### src/rtl/bbpt_pkg.sv
// ============================================================================
// bbpt_pkg
// Shared widths, character constants and classification helpers for the
// basic pre-tokeniser.
// ============================================================================
package bbpt_pkg;

   // Width of the code point fields.
   localparam int CP_BITS    = 21;
   // Code point bits that take part in classification (16 to 21).
   localparam int CHAR_BITS  = 21;
   // Stream data width: code point padded to whole bytes.
   localparam int TDATA_BITS = ((CP_BITS + 7) / 8) * 8;

   localparam logic [CP_BITS-1:0] CHAR_MASK =
      CP_BITS'((64'd1 << CHAR_BITS) - 64'd1);

   typedef logic [CP_BITS-1:0] cp_type;

   localparam cp_type CP_TAB      = 21'h00009;
   localparam cp_type CP_LF       = 21'h0000A;
   localparam cp_type CP_CR       = 21'h0000D;
   localparam cp_type CP_C0_LAST  = 21'h0001F;
   localparam cp_type CP_SPACE    = 21'h00020;
   localparam cp_type CP_DEL      = 21'h0007F;
   localparam cp_type CP_C1_FIRST = 21'h00080;
   localparam cp_type CP_C1_LAST  = 21'h0009F;
   localparam cp_type CP_NBSP     = 21'h000A0;
   localparam cp_type CP_REPLACE  = 21'h0FFFD;
   localparam cp_type CP_IDEO_SP  = 21'h03000;
   localparam cp_type CP_MUL_SIGN = 21'h000D7;
   localparam cp_type CP_CASE_BIT = 21'h00020;

   // Result of classifying one item.
   typedef struct packed {
      logic   emit;       // a result item is produced
      logic   starts;     // result begins a new token
      logic   done;       // end-of-text marker
      cp_type chr;        // character of the result
      logic   word_next;  // inside-word flag after this item
   } class_type;

   function automatic logic in_range(input cp_type c, input cp_type lo, input cp_type hi);
      in_range = (c >= lo) && (c <= hi);
   endfunction

   function automatic logic is_control(input cp_type c);
      logic keep;
      keep = (c == CP_TAB) || (c == CP_LF) || (c == CP_CR);
      is_control = !keep && ((c <= CP_C0_LAST) || (c == CP_DEL) || (c == CP_REPLACE) ||
                             in_range(c, CP_C1_FIRST, CP_C1_LAST));
   endfunction

   function automatic logic is_space(input cp_type c);
      is_space = (c == CP_SPACE) || (c == CP_TAB) || (c == CP_LF) || (c == CP_CR) ||
                 (c == CP_NBSP) || (c == 21'h01680) || in_range(c, 21'h02000, 21'h0200A) ||
                 (c == 21'h0202F) || (c == 21'h0205F) || (c == CP_IDEO_SP);
   endfunction

   function automatic logic is_cjk(input cp_type c);
      is_cjk = in_range(c, 21'h04E00, 21'h09FFF) || in_range(c, 21'h03400, 21'h04DBF) ||
               in_range(c, 21'h20000, 21'h2A6DF) || in_range(c, 21'h2A700, 21'h2CEAF) ||
               in_range(c, 21'h0F900, 21'h0FAFF) || in_range(c, 21'h2F800, 21'h2FA1F);
   endfunction

   function automatic logic is_punct(input cp_type c);
      is_punct = in_range(c, 21'h00021, 21'h0002F) || in_range(c, 21'h0003A, 21'h00040) ||
                 in_range(c, 21'h0005B, 21'h00060) || in_range(c, 21'h0007B, 21'h0007E) ||
                 in_range(c, 21'h000A1, 21'h000BF) || in_range(c, 21'h02010, 21'h02060) ||
                 in_range(c, 21'h02100, 21'h0214F) || in_range(c, 21'h02190, 21'h022FF) ||
                 in_range(c, 21'h03000, 21'h0303F) || in_range(c, 21'h0FE50, 21'h0FE6F) ||
                 in_range(c, 21'h0FF01, 21'h0FF0F) || in_range(c, 21'h0FF1A, 21'h0FF20) ||
                 in_range(c, 21'h0FF3B, 21'h0FF40) || in_range(c, 21'h0FF5B, 21'h0FF65);
   endfunction

   function automatic logic is_mark(input cp_type c);
      is_mark = in_range(c, 21'h00300, 21'h0036F) || in_range(c, 21'h01AB0, 21'h01AFF) ||
                in_range(c, 21'h01DC0, 21'h01DFF);
   endfunction

   // ASCII and Latin-1 upper case only; the lower-case partner sets bit 5.
   function automatic cp_type to_lower(input cp_type c);
      logic upper;
      upper = in_range(c, 21'h00041, 21'h0005A) ||
              (in_range(c, 21'h000C0, 21'h000DE) && (c != CP_MUL_SIGN));
      to_lower = upper ? (c | CP_CASE_BIT) : c;
   endfunction

endpackage

### src/rtl/bbpt_classify.sv
// ============================================================================
// bbpt_classify
// Combinational classification of one registered item: decides whether a
// character is emitted, its lower-case form and the next word flag.
// ============================================================================
module bbpt_classify
   import bbpt_pkg::*;
(
   input  cp_type    code_point,
   input  logic      text_end,
   input  logic      inside_word,
   output class_type result
);

   cp_type c;
   cp_type lc;

   assign c  = code_point & CHAR_MASK;
   assign lc = to_lower(c);

   always_comb begin
      result.emit      = 1'b0;
      result.starts    = 1'b0;
      result.done      = 1'b0;
      result.chr       = '0;
      result.word_next = inside_word;
      priority if (text_end) begin
         result.emit      = 1'b1;
         result.done      = 1'b1;
         result.word_next = 1'b0;
      end else if (is_control(c)) begin
         // dropped, word flag kept
      end else if (is_space(c)) begin
         result.word_next = 1'b0;
      end else if (is_cjk(c) || is_punct(c)) begin
         result.emit      = 1'b1;
         result.starts    = 1'b1;
         result.chr       = c;
         result.word_next = 1'b0;
      end else if (is_mark(lc)) begin
         // combining mark: dropped, word flag kept
      end else begin
         result.emit      = 1'b1;
         result.starts    = !inside_word;
         result.chr       = lc;
         result.word_next = 1'b1;
      end
   end

endmodule

### src/rtl/bert_basic_pretokenizer_core.sv
// ============================================================================
// bert_basic_pretokenizer_core
// Streaming basic pre-tokeniser: one code point in, at most one token
// character out.
// ============================================================================
// Each req transfer carries one code point (req_tdata) or, with req_tlast
// high, an end-of-text mark. Control characters, NUL, U+FFFD and combining
// marks are dropped; whitespace closes the current word and gives nothing;
// CJK ideographs and punctuation come out as one-character tokens; every
// other character is lower-cased (ASCII and Latin-1) and joined to the open
// word. rsp_tuser flags the first character of each token, and an end-of-
// text mark comes out as a transfer with rsp_tlast high and zero data. The
// block takes one item per clock unless an item that has a result must wait
// for a busy output register: an item is registered on entry, classified in
// the following cycle and written to the output register when that register
// is free, after which its result is offered on rsp. The only feedback is the
// one-bit word flag, which is updated as each item leaves the input register,
// so it adds no stall between items. When rsp_tready is low the output
// register holds; items that produce no result still drain past it.
// ============================================================================
module bert_basic_pretokenizer_core
   import bbpt_pkg::*;
(
   input  logic                  clock,
   input  logic                  reset,
   // request channel
   input  logic                  req_tvalid,
   output logic                  req_tready,
   input  logic [TDATA_BITS-1:0] req_tdata,   // [20:0] code_point, rest zero
   input  logic                  req_tlast,   // text_end
   // result channel
   output logic                  rsp_tvalid,
   input  logic                  rsp_tready,
   output logic [TDATA_BITS-1:0] rsp_tdata,   // [20:0] token_char, rest zero
   output logic                  rsp_tuser,   // starts_token
   output logic                  rsp_tlast    // text_done
);

   // input register
   logic      in_valid_ff, in_valid_in;
   cp_type    in_cp_ff;
   logic      in_end_ff;

   // word state
   logic      word_ff, word_in;

   // output register
   logic      out_valid_ff, out_valid_in;
   cp_type    out_chr_ff;
   logic      out_starts_ff;
   logic      out_done_ff;

   class_type cls;
   logic      out_free;
   logic      retire;
   logic      load_out;
   logic      req_xfer;

   bbpt_classify u_classify (
      .code_point  (in_cp_ff),
      .text_end    (in_end_ff),
      .inside_word (word_ff),
      .result      (cls)
   );

   // An item leaves the input register when it has nothing to emit or the
   // output register can take its result this cycle.
   assign out_free   = !out_valid_ff || rsp_tready;
   assign retire     = in_valid_ff && (!cls.emit || out_free);
   assign load_out   = retire && cls.emit;
   assign req_tready = !in_valid_ff || retire;
   assign req_xfer   = req_tvalid && req_tready;

   assign in_valid_in  = req_xfer || (in_valid_ff && !retire);
   assign word_in      = retire ? cls.word_next : word_ff;
   assign out_valid_in = load_out || (out_valid_ff && !rsp_tready);

   always_ff @(posedge clock) begin
      if (reset) begin
         in_valid_ff  <= 1'b0;
         word_ff      <= 1'b0;
         out_valid_ff <= 1'b0;
      end else begin
         in_valid_ff  <= in_valid_in;
         word_ff      <= word_in;
         out_valid_ff <= out_valid_in;
      end
   end

   // payload registers, no reset needed
   always_ff @(posedge clock) begin
      if (req_xfer) begin
         in_cp_ff  <= req_tdata[CP_BITS-1:0];
         in_end_ff <= req_tlast;
      end
      if (load_out) begin
         out_chr_ff    <= cls.chr;
         out_starts_ff <= cls.starts;
         out_done_ff   <= cls.done;
      end
   end

   assign rsp_tvalid = out_valid_ff;
   assign rsp_tdata  = TDATA_BITS'(out_chr_ff);
   assign rsp_tuser  = out_starts_ff;
   assign rsp_tlast  = out_done_ff;

endmodule

### config.mk
export PLATFORM = sky130hd
export DESIGN_NAME = bert_basic_pretokenizer_core
export DESIGN_NICKNAME = d
export VERILOG_FILES = /design/src/rtl/bbpt_pkg.sv /design/src/rtl/bbpt_classify.sv /design/src/rtl/bert_basic_pretokenizer_core.sv
export SDC_FILE = /design/constraint.sdc
export NUM_CORES = 1
export LEC_CHECK = 0
export BUFFER_PORTS_ARGS = -buffer_cell sky130_fd_sc_hd__buf_4
export CAP_MARGIN = 20
export CORE_AREA = 2 2 80 90
export DETAILED_ROUTE_END_ITERATION = 12
export DIE_AREA = 0 0 82 92
export PLACE_DENSITY = 0.71
export SLEW_MARGIN = 20
export SYNTH_ARGS = -nofsm -noshare
export SYNTH_HDL_FRONTEND = slang
export SYNTH_SLANG_ARGS = --single-unit
### constraint.sdc
create_clock -name clock -period 6.15 [get_ports clock]
set_input_delay 0.9225 -clock clock [delete_from_list [all_inputs] [get_ports clock]]
set_output_delay 0.9225 -clock clock [all_outputs]
set_load 0.03 [all_outputs]
==> Yosys cells after proc, flatten, opt, wreduce, memory -nomap -nowiden <==
Index checks and enable logic that the tools add are counted.
W data, S select, Z words.
{ "classes": {"n_reduce_logical": 84, "n_bitwise": 0, "mux": 12, "multipliers": 0, "div": 0, "shifts": 0, "eq_ne": 14, "order_cmp": 55, "add_sub_neg": 0} }
{ "op_table": {"columns": ["cell", "count"], "rows": [
  ["$le A21 B16 Y1 const B", 7],
  ["$ge A21 B14 Y1 const B", 6],
  ["$ge A21 B16 Y1 const B", 6],
  ["$le A21 B14 Y1 const B", 5],
  ["$le A21 B7 Y1 const B", 4],
  ["$eq A21 B14 Y1 const B", 3],
  ["$eq A21 B4 Y1 const B", 3],
  ["$ge A21 B18 Y1 const B", 3],
  ["$ge A21 B7 Y1 const B", 3],
  ["$ge A21 B8 Y1 const B", 3],
  ["$le A21 B18 Y1 const B", 3],
  ["$le A21 B8 Y1 const B", 3],
  ["$mux W22", 2],
  ["$ge A21 B13 Y1 const B", 2],
  ["$ge A21 B6 Y1 const B", 2],
  ["$le A21 B13 Y1 const B", 2],
  ["$logic_or A1 B1 Y1", 41],
  ["$logic_and A1 B1 Y1", 34],
  ["$eq A21 B13 Y1 const B", 1],
  ["$eq A21 B16 Y1 const B", 1],
  ["$eq A21 B6 Y1 const B", 1],
  ["$eq A21 B7 Y1 const B", 1],
  ["$eq A21 B8 Y1 const B", 1],
  ["$ge A21 B10 Y1 const B", 1],
  ["14 further kinds", 27]
]} }
{ "totals": {"reg_bits": 48, "latchBits": 0, "mem_count": 0, "out_inout_bits": 28, "romBits": 0, "ramBits": 0} }

==> Logic depth before layout (Yosys ltp) <==
Gate-level depths: netlist of run 1.
{ "logic_depth": {"depth_word": 26, "depth_mapped": 11, "mapped_depth_nobuf": 8} }

==> By module <==
From an unflattened synthesis of run 1, not the netlist that was laid out.
{ "unflattened": {"cells_unflattened": 358, "area_unflattened_um2": 3355.7} }
{ "by_module_without_submodules": {"columns": ["module", "area_per_inst_um2", "cells_per_inst", "instances"], "rows": [
  ["bbpt_classify", 1825.5, 293, 1],
  ["bert_basic_pretokenizer_core", 1530.2, 65, 1]
]} }

==> Worst setup path before layout of run 1 <==
OpenSTA, ideal clock, no wires.
{ "synth_path": {"path_kind": "register to register", "start": "reg in_cp_ff[18]", "end": "reg out_chr_ff[0], enable pin", "setup_ns": 0.403, "path_stages_with_launch": 9, "path_buffers": 0, "synth_period_minus_slack_ns": 3.778, "required_time_ns": 5.747, "setup_slack_ns": 2.372, "t_arrival_ns": 3.375, "cell_sequence": "edfxtp_1 -> or4_4 -> nor3_2 -> a31o_2 -> o211ai_1 -> a311oi_1 -> and3_4 -> o21ai_0 -> nor2_1"} }
{ "synth_between": {"elab_chain_len": 24, "elab_cells_between_ends": 143, "classes_between": "order compare: 55; eq/ne: 12; mux: 6; reduce/logical: 70"} }
{ "synth_lines": {"columns": ["item", "line_no", "rtl"], "rows": [
  ["start: declaration", "bert_basic_pretokenizer_core.sv:41", "cp_type in_cp_ff;"],
  ["start signal: assignment", "bert_basic_pretokenizer_core.sv:93", "in_cp_ff <= req_tdata[CP_BITS-1:0];"],
  ["parallel branches: the longest is 18 deep, another holds $ge A21 B8 Y1", null, null],
  ["$mux W2 *", "bbpt_classify.sv:31", "end else if (is_control(c)) begin"],
  ["$mux W1 *", "bbpt_classify.sv:27", "priority if (text_end) begin"],
  ["$logic_not A1 Y1", "bert_basic_pretokenizer_core.sv:69", "assign retire = in_valid_ff && (!cls.emit || out_free);"],
  ["$logic_or A1 B1 Y1", "bert_basic_pretokenizer_core.sv:69", null],
  ["$logic_and A1 B1 Y1", "bert_basic_pretokenizer_core.sv:69", null],
  ["$logic_and A1 B1 Y1 *", "bert_basic_pretokenizer_core.sv:70", "assign load_out = retire && cls.emit;"],
  ["via load_out", "bert_basic_pretokenizer_core.sv:56", "logic load_out;"],
  ["end signal: assignment", "bert_basic_pretokenizer_core.sv:97", "out_chr_ff <= cls.chr;"],
  ["end: declaration", "bert_basic_pretokenizer_core.sv:49", "cp_type out_chr_ff;"]
]} }
Mark *: on every way through the listed nets, which the timed path passes.
A chain may end at the register's enable or synchronous reset.

==> Final worst setup path of run 1 <==
{ "layout_path": {"start": "reg in_cp_ff[15]", "end": "out req_tready"} }
{ "layout_between": {"elab_chain_len": 24, "elab_cells_between_ends": 143, "classes_between": "order compare: 55; eq/ne: 12; mux: 6; reduce/logical: 70"} }
{ "layout_lines": {"columns": ["item", "line_no", "rtl"], "rows": [
  ["parallel branches: the longest is 18 deep, another holds $ge A21 B8 Y1", null, null],
  ["$mux W2 *", "bbpt_classify.sv:31", null],
  ["$mux W1 *", "bbpt_classify.sv:27", null],
  ["$logic_not A1 Y1 *", "bert_basic_pretokenizer_core.sv:69", null],
  ["$logic_or A1 B1 Y1 *", "bert_basic_pretokenizer_core.sv:69", null],
  ["$logic_and A1 B1 Y1 *", "bert_basic_pretokenizer_core.sv:69", null],
  ["$logic_or A1 B1 Y1 *", "bert_basic_pretokenizer_core.sv:71", "assign req_tready = !in_valid_ff || retire;"],
  ["end: declaration", "bert_basic_pretokenizer_core.sv:28", "output logic req_tready,"]
]} }
Every way passes the cells marked *.

==> metrics.txt, run 1 <==
Die Height 92 um; Sequential Area approximately 1400 um2; post-route ant nets 0; Core ar. between 6000 and 7000 um2; largest fanout on the critical path 14; largest family of logic cells by synthesized area simple AND/OR/NAND/NOR gates; synthesized area per cell between 9 and 10 um2; unrepaired setup endpoints after global routing false; post-placement cell area 3560 um2; post-synth cell types 65; first-pass detailed-route iteration total 5; CP Capture Type output pin; clock network fraction of total power 0.267; internal power 0.500 mW; hold crit path type reg -> reg; Detail Placement HPWL 6180 um; Synth Cell Area 3220 um2; combinational power share 0.147; Slew HR 0.322; peak supply drop 0.0835 mV; area of the multi-input gates 1640 um2; WP data arrival 3.67 ns; final WL 8770 um; Setup CP Type reg -> out; Crit Reg-Reg Startpoint in_cp_ff[15]; Final Critical Period 4.59 ns; Clk Latency, worst-skew pair 0.31 ns; final setup TNS 0 ns; Post-Synth XOR/XNOR Area 0; Final Wtd Congestion 0.938; final hold vios 0; adder-cell share of the synthesized area 0; family with the most delay on the worst path simple AND/OR/NAND/NOR gates; total CTS buffers 5; DRC violations left 0; postcts setup bufs 0; Max Fclk 218 MHz; final instance area 3650 um2; Slowest Stage Delay on Critical Path 0.69 ns; hold buffer count at cts 0; Psw 0.206 mW; global-route wire length before repair approximately 14000 um; PortBufs 50; row count 32; Buf/Inv on CP 1; CTS root buffer clkbuf_8; Synth Area in Compound Gates 0.189; Power Density slightly below 200 nW/um2; Seq cells post-synth 48; ant diodes 0; CTS tree done; final setup fails 0; CTS resizes 0; Total GRT Usage 0.244; switch share 0.292; dominant synthesized flop cell edfxtp_1; post-synthesis sequential area ratio 0.439; crit-path cells or4_4 -> nor3_2 -> a31o_2 -> o211ai_1 -> a311oi_1 -> and3_4 -> o211ai_4 -> buf_4; number of flops mapped to enable cells by yosys 45; outcome completed; required time worst endpoint 5.23 ns; GRT overflow 0; CP Launch Type flip-flop; die width 82 um; fillcell total 635; H-tree Lvls 2; crit path from in_cp_ff[15]; layout cells sized above 1 0.203; Cells after Synth 347; largest net degree at the start of global routing 32; multiplexer area fraction after synthesis 0; Simple-Gate Fraction of Synth Area 0.316; synthesis-to-layout area growth 13.5%; die area 7540 um2; CP max stage cell nor3_2; yosys warns 0; vias per inst ~6.7; Final Max Tran Viols 0; initial DRC count 452; asr flop ratio synth 0; Hold Crit Start word_ff; antenna violations before repair 0; clock slew at reported path FFs roughly 0.09 ns; Final nets 398; worst-case clock buffer depth 2; Max Cap Violations 0; Final Cycle Share 0.746; DR vias 3043; clk_skew 0.00922 ns; WL/cell around 19 um; # clock sinks 48; Sequential Power Share 0.586; I/O Pins 57; Static Leak 1.29 nW; Worst-Margin Slew 1.02 ns; initial core utilization 0.478; vias in the first global route 2743
## stage by stage
stage          total power [mW]  hold slack (ns)  cells  utilization  setup WS [ns]
3_5_place_dp              0.523            0.476    447        0.529           1.80
3_3_place_gp              0.523            0.463    447        0.529           1.86
5_1_grt                   0.738            0.521    455        0.542           1.45
2_1_floorplan             0.482            0.450    349            -           2.37
4_1_cts                   0.710            0.489    455        0.542           1.61
6_report                  0.706            0.492    455        0.542           1.56
## cells in the final DEF (no fill, tap or decap), types with 3 or more instances in the layout
cell       instances
o2111ai_1          8
nor4_1            10
buf_4             52
o21ai_0           10
dfxtp_1            3
nand4_1           15
o211ai_1           4
clkbuf_8           5
nand2b_1           6
nor2b_1            7
or4_4              3
and2_1             3
conb_1             3
a21oi_1           15
or3_1              3
o31ai_1            3
a21o_1             3
or4_1              4
nand3_1           15
and3b_1            3
nor3b_1            4
and3_1            24
o22ai_1            3
nand2_1           18
nor3_1            16
or2_2              4
a31oi_1            6
inv_1              4
nor2_1            20
o21a_1             3
edfxtp_1          45
nor4b_1            4
## state kept, by name, summed over array words and instances, names as in the netlist
| register | count |
|---|---|
| in_cp_ff | 21 |
| rsp_tvalid | 1 |
| rsp_tuser | 1 |
| rsp_tlast | 1 |
| out_chr_ff | 21 |
| in_end_ff | 1 |
| word_ff | 1 |
| in_valid_ff | 1 |
## cells by family (layout without fill, tap and decap cells)
kind of cell | count (synthesis) | in the layout
flip-flops | 48 | 48
buffers and inverters | 43 | 64
AND/OR/NAND/NOR | 172 | 172
other | 1 | 3
AO/OA/AOI/OAI | 83 | 83
## metal layers
layer | GRT usage | vias up | routed length [um] | part of all wire
li1 | - | 1404 | - | -
met1 | 0.329 | 1407 | 3400 | 0.39
met2 | 0.370 | 196 | 4120 | 0.47
met3 | 0.0354 | 36 | 796 | 0.091
met4 | 0.136 | 0 | 448 | 0.051
met5 | 0 | - | 0 | 0
## Yosys cell counts (all sizes together), types with 6 or more instances
cell     number  area, um2
nor2         21       78.8
nand3        15       75.1
o2111ai       8       70.1
nor2b         7       43.8
clkbuf       33        124
o211ai        6       63.8
or4           7       63.8
nand4        15       93.8
nand2b        6       37.5
buf           6       37.5
a31oi         6       37.5
nor3         17       90.1
o21ai        12       63.8
nand2        18       67.6
nor4         10       62.6
edfxtp       45       1350
a21oi        15       75.1
and3         25        161
## area by class of cell
| class | count | share of cell area |
|---|---|---|
| Clock buffer | 5 | 0.0189 |
| Clock inverter | 3 | 0.00514 |
| Inverter | 4 | 0.00412 |
| Multi-Input combinational cell | 258 | 0.449 |
| Sequential cell | 48 | 0.387 |
| Tap cell | 85 | 0.0291 |
| Timing Repair Buffer | 52 | 0.107 |
## final timing paths
path / to / slack, ns / cells past startpoint
worst min-delay path: word_ff / 0.49 / 2
worst max-delay path: req_tready / 1.56 / 8
worst min register to register: word_ff / 0.49 / 2
worst max register to register: out_chr_ff[2] / 1.75 / 8
## power by group through the flow
| stage | logic [mW] | registers (mW) | clock network, mW |
|---|---|---|---|
| 5_1_grt | 0.113 | 0.417 | 0.208 |
| 6_report | 0.104 | 0.414 | 0.188 |
| 3_3_place_gp | 0.103 | 0.420 | 0 |
| 4_1_cts | 0.103 | 0.412 | 0.195 |
| 2_1_floorplan | 0.0741 | 0.408 | 0 |
| 3_5_place_dp | 0.103 | 0.419 | 0 |
## worst register-to-register path: cells and delay by family (launching register included)
kind	cells	cell delay, ns
flops	1	0.62
compound gates	4	1.04
simple gates	4	2.36
No activity file was read; power rests on OpenSTA's default activity.
==> inputs of run 2 (changes only) <==
==> constraint.sdc (replaced) <==
create_clock -name clock -period 4.8 [get_ports clock]
set_input_delay 0.72 -clock clock [delete_from_list [all_inputs] [get_ports clock]]
set_output_delay 0.72 -clock clock [all_outputs]
set_load 0.03 [all_outputs]
==> run 2 against run 1 <==
Compared with the run above: final area rose by 3.5%; clock power rose by 90%; die area did not move; sequential share of layout area fell by 1.3 points; via count fell by 0.62%; critical path depth did not move; final cell count rose by 2.2%; power rose by 46%; first-iteration DRC count fell by 12%; sequential cell count did not move; register-to-register slack got worse by 0.59 ns; clock-buffer cell count did not move; critical path type unchanged; largest cell class unchanged.
==> metrics.txt, run 2 (synthesis gave the netlist of run 1 again) <==
final setup fails 0 (unchanged); Core ar. 6730 um2 (unchanged); Slowest Stage Delay on Critical Path 0.74 ns (+0.05 ns); I/O Pins 57 (unchanged); CTS resizes 0 (unchanged); vias per inst 6.50 (-2.8%); family with the most delay on the worst path simple AND/OR/NAND/NOR gates; PortBufs 50 (unchanged); hold path cells 2 (unchanged); vias in the first global route 2912 (+6.2%); Total GRT Usage 0.254 (+0.0108); most common cell after layout, fill and taps aside buf_4; final setup TNS 0 ns (unchanged); fillcell total 618 (-2.7%); largest fanout on the critical path 18 (+4); area of the multi-input gates 1640 um2 (about the same); layout cells sized above 1 0.226 (+0.0236); first-pass detailed-route iteration total 5 (unchanged); synthesis-to-layout area growth 17.4%; worst-case clock buffer depth 2 (unchanged); peak supply drop 0.136 mV (+63%); H-tree Lvls 2 (unchanged); antenna violations before repair 0 (unchanged); Sequential Area 1410 um2 (unchanged); ant diodes 0 (unchanged); Final Critical Period around 4.0 ns; utilization after layout 0.561 (+0.0188); most frequent cells in the layout buf_4, edfxtp_1, and3_1, nor2_1, nand2_1; Tot Pwr 1.03 mW (+46%); DRC violations left 0 (unchanged); clk_skew 0.00411 ns (-0.00511 ns); clock slew at reported path FFs 0.09 ns (about the same); Final Cycle Share 0.832; R2R Path End in_cp_ff[10]; R2R setup slack 1.16 ns (-0.59 ns); die width 82 um (unchanged); global-route wire length before repair 14700 um (+5.2%); final hold vios 0 (unchanged); initial core utilization 0.478 (unchanged); FF-to-FF path depth 8 (unchanged); Final Max Tran Viols 0 (unchanged); CP Capture Type output pin; Power Density 272 nW/um2 (+41%); Hold Crit Start word_ff; Static Leak 1.36 nW (+5.5%); die area 7540 um2 (unchanged); CTS tree done; row count 32 (unchanged); GRT overflow 0 (unchanged); Slew HR 0.475 (+0.153); hold buffer count at cts 0 (unchanged); Final nets 408 (+2.5%); crit-path cells or4_1 -> nor2_1 -> a31o_2 -> o211ai_1 -> a311oi_1 -> and3_4 -> o211ai_4 -> buf_4; outcome completed; Worst-Margin Slew 0.781 ns (-0.236 ns); unrepaired setup endpoints after global routing false; CTS root buffer clkbuf_8; Crit Reg-Reg Startpoint in_cp_ff[16]; initial DRC count 400 (-12%); # clock sinks 48 (unchanged); Final Wtd Congestion 0.982 (+4.7%); largest net degree at the start of global routing 32 (unchanged); Buf/Inv on CP 1 (unchanged); DR vias 3024 (-0.62%); end of the worst hold path word_ff; CP Launch Type flip-flop; CP max stage cell or4_1; Top Registers in_cp_ff x21, out_chr_ff x21; hold crit path type reg -> reg; Detail Placement HPWL 6610 um (+6.9%); required time worst endpoint 4.08 ns (-1.15 ns); postcts setup bufs 0 (unchanged); WL/cell 19.7 um (+2.2%); WP data arrival 3.27 ns (-0.40 ns); final WL 9170 um (+4.5%); post-route ant nets 0 (unchanged); Setup CP Type reg -> out; Die Height 92 um (unchanged); Max Cap Violations 0 (unchanged); total CTS buffers 5 (unchanged); Clk Latency, worst-skew pair 0.31 ns (about the same); Max Fclk 250 MHz
-- run 2: cell types whose count changed in the layout (fill, tap and decap cells not counted) --
cell | previous run | this run
clkinv_2 | 2 | 0
and2_1 | 3 | 2
inv_6 | 0 | 1
buf_4 | 52 | 62
clkinv_4 | 1 | 0
and2_2 | 0 | 1
bufinv_16 | 0 | 2
-- run 2: layout make-up --
cell class / count / area share
inverters: 4 / 0.00398
flip-flops and latches: 48 / 0.374
multi-input cells: 258 / 0.434
clock inverters: 3 / 0.0182
clock buffers: 5 / 0.0182
repair buffers: 62 / 0.123
well taps: 85 / 0.0282
-- run 2: how the worst max path moves through the flow --
stage | from | to | depth (start not counted)
after floorplan | in_cp_ff[18] | out_chr_ff[0] | 8
after global placement | in_cp_ff[16] | in_cp_ff[0] | 8
after detailed placement | in_cp_ff[16] | in_cp_ff[3] | 8
after CTS | in_cp_ff[16] | in_cp_ff[3] | 8
after global routing | in_cp_ff[11] | req_tready | 8
final | in_cp_ff[11] | req_tready | 8
-- run 2: power breakdown --
group | switching, mW | internal [mW] | total (mW)
Combinational | 0.0958 | 0.0601 | 0.156
Sequential | 0.0306 | 0.484 | 0.514
Clock | 0.147 | 0.210 | 0.357
-- run 2: metal layers --
layer / GRT usage / routed length (um) / vias to the layer above
li1: - / - / 1421
met1: 0.336 / 3610 / 1376
met2: 0.395 / 4350 / 185
met3: 0.0502 / 787 / 42
met4: 0.122 / 415 / 0
met5: 0 / 0 / -
-- run 2: through the flow --
step                      area, um2  hold slack (ns)  cells  setup slack, ns
after detailed placement       3640            0.468    457            0.832
after CTS                      3770            0.486    465            0.807
final                          3770            0.483    465            0.805
after global routing           3770            0.506    465            0.619
after floorplan                3220            0.450    349             1.02
after global placement         3640            0.463    457            0.925
-- run 2: worst min-delay path: cells and delay by family (launching register included) --
kind,cells,cell delay [ns]
compound gates,1,0.06
flops,1,0.32
simple gates,1,0.07
==> inputs of run 3 (changes only) <==
--- a/config.mk
+++ b/config.mk
@@ -10,7 +10,7 @@
 export CORE_AREA = 2 2 80 90
 export DETAILED_ROUTE_END_ITERATION = 12
 export DIE_AREA = 0 0 82 92
-export PLACE_DENSITY = 0.71
+export PLACE_DENSITY = 0.74
 export SLEW_MARGIN = 20
 export SYNTH_ARGS = -nofsm -noshare
 export SYNTH_HDL_FRONTEND = slang
==> constraint.sdc (replaced) <==
create_clock -name clock -period 3.55 [get_ports clock]
set_input_delay 0.5325 -clock clock [delete_from_list [all_inputs] [get_ports clock]]
set_output_delay 0.5325 -clock clock [all_outputs]
set_load 0.03 [all_outputs]
==> run 3 against run 2 <==
Compared with the run above: via count grew 9.8%; routed wire length rose by 6.6%; setup slack worse by 0.72 ns; critical path type unchanged; largest cell class unchanged.
==> metrics.txt, run 3 (synthesis gave the netlist of run 1 again) <==
Final Critical Period 3.47 ns; hold path cells 1 (-1); Static Leak 1.50 nW (+10%); worst-case clock buffer depth 2 (unchanged); Max Cap Violations 0 (unchanged); placed insts 484 (+5.9%); GR Layer Usage met1 0.346 (+0.00953); row count 32 (unchanged); Core ar. 6730 um2 (unchanged); vias in the first global route 2934 (+0.76%); final WL 9770 um (+6.6%); Final nets 438 (+7.4%); Worst-Margin Slew 0.578 ns (-0.203 ns); final setup TNS 0 ns (unchanged); final hold vios 0 (unchanged); WL/cell 19.7 um (about the same); Clk Latency, worst-skew pair 0.31 ns (about the same); peak supply drop 0.159 mV (+17%); initial DRC count 662 (+66%); global-route wire length before repair 15200 um (+3.5%); antenna violations before repair 0 (unchanged); CP Capture Type output pin; outcome completed; most frequent cells in the layout buf_4, edfxtp_1, and3_1, nor2_1, nand2_1; hold crit path type in -> reg; GRT overflow 0 (unchanged); clk_skew 0.0137 ns (+0.00959 ns); end of the worst hold path in_cp_ff[3]; Power Density 318 nW/um2 (+17%); Slew HR 0.609 (+0.135); Setup CP Type reg -> out; Hold Crit Start req_tdata[3]; Top Registers in_cp_ff x21, out_chr_ff x21; I/O Pins 57 (unchanged); DRC violations left 0 (unchanged); initial core utilization 0.478 (unchanged); met2 usage 0.434 (+0.0386); Final Max Tran Viols 0 (unchanged); clock slew at reported path FFs 0.10 ns (about the same); layer with the highest usage met2; FF-to-FF path depth 8 (unchanged); Max Fclk 288 MHz; synthesis-to-layout area growth 24.2%; R2R Path End in_cp_ff[0]; CTS tree done; H-tree Lvls 2 (unchanged); WP data arrival 2.94 ns (-0.33 ns); largest fanout on the critical path 4 (-14); vias per inst 6.71 (+3.1%); die area 7540 um2 (unchanged); DR vias 3319 (+9.8%); total CTS buffers 5 (unchanged); die width 82 um (unchanged); ant diodes 0 (unchanged); final setup fails 0 (unchanged); Post-Layout Cell Count 495 (+6.5%); PortBufs 50 (unchanged); # clock sinks 48 (unchanged); required time worst endpoint 3.02 ns (-1.06 ns); Final Wtd Congestion 1.11 (+13%); Crit Reg-Reg Startpoint in_cp_ff[20]; R2R setup slack 0.17 ns (-0.99 ns); first-pass detailed-route iteration total 5 (unchanged); largest net degree at the start of global routing 32 (unchanged); Worst Slack Setup Final 0.0811 ns (-0.724 ns); Die Height 92 um (unchanged); Tot Pwr 1.27 mW (+24%); CTS root buffer clkbuf_8; M3 GR Usage 0.0384 (-0.0118); Detail Placement HPWL 7230 um (+9.4%); layout cells sized above 1 0.288 (+0.0615); Total GRT Usage 0.268 (+0.0134); most common cell after layout, fill and taps aside buf_4; worst slack at placement 0.192 ns (-0.640 ns); post-route ant nets 0 (unchanged); Final Cycle Share 0.977; CP Launch Type flip-flop
run 3: stage by stage:
step / utilization / hold slack (ns) / area [um2]
after floorplan: - / 0.450 / 3230
after global placement: 0.575 / 0.463 / 3860
after detailed placement: 0.575 / 0.464 / 3860
after CTS: 0.588 / 0.384 / 3950
after global routing: 0.594 / 0.380 / 3990
final: 0.594 / 0.387 / 3990
run 3: where the power goes:
group / switching [mW] / internal, mW / total, mW
combinational: 0.153 / 0.103 / 0.255
clock: 0.195 / 0.138 / 0.333
sequential: 0.0272 / 0.654 / 0.681
run 3: worst max path at each step:
| stage | startpoint | endpoint | cells after the start |
|---|---|---|---|
| CTS | in_cp_ff[17] | req_tready | 9 |
| floorplan | in_cp_ff[18] | out_chr_ff[0] | 8 |
| finish | in_cp_ff[20] | req_tready | 8 |
| detailed placement | in_cp_ff[20] | in_cp_ff[1] | 8 |
| global placement | in_cp_ff[17] | in_cp_ff[0] | 8 |
| global route | in_cp_ff[1] | req_tready | 8 |
run 3: final cells by class:
| type | instances | area (um2) |
|---|---|---|
| Timing Repair Buffer | 92 | 719 |
| Clock buffer | 5 | 68.8 |
| Fill cell | 590 | 2730 |
| Sequential cell | 48 | 1410 |
| Multi-Input combinational cell | 258 | 1650 |
| Tap cell | 85 | 106 |
| Inverter | 4 | 15.0 |
| Clock inverter | 3 | 18.8 |
run 3: what timing repair did:
action / in CTS / in global routing
setup buffers: 0 / 3
gates resized for setup: 0 / 4
hold buffers: 0 / 0
endpoints found under the setup margin: 0 / 1
run 3: critical path, stage by stage (launching register included):
cell	delay, ns
edfxtp_1	0.42
or3_1	0.40
or4_4	0.59
or4_4	0.53
o211ai_2	0.09
o21ai_2	0.10
and3_4	0.18
o211ai_4	0.18
buf_6	0.16
run 3: routing by layer:
metal | wire (um) | share of wire
met5 | 0 | 0
met4 | 498 | 0.051
met3 | 965 | 0.099
met2 | 4730 | 0.48
met1 | 3580 | 0.37
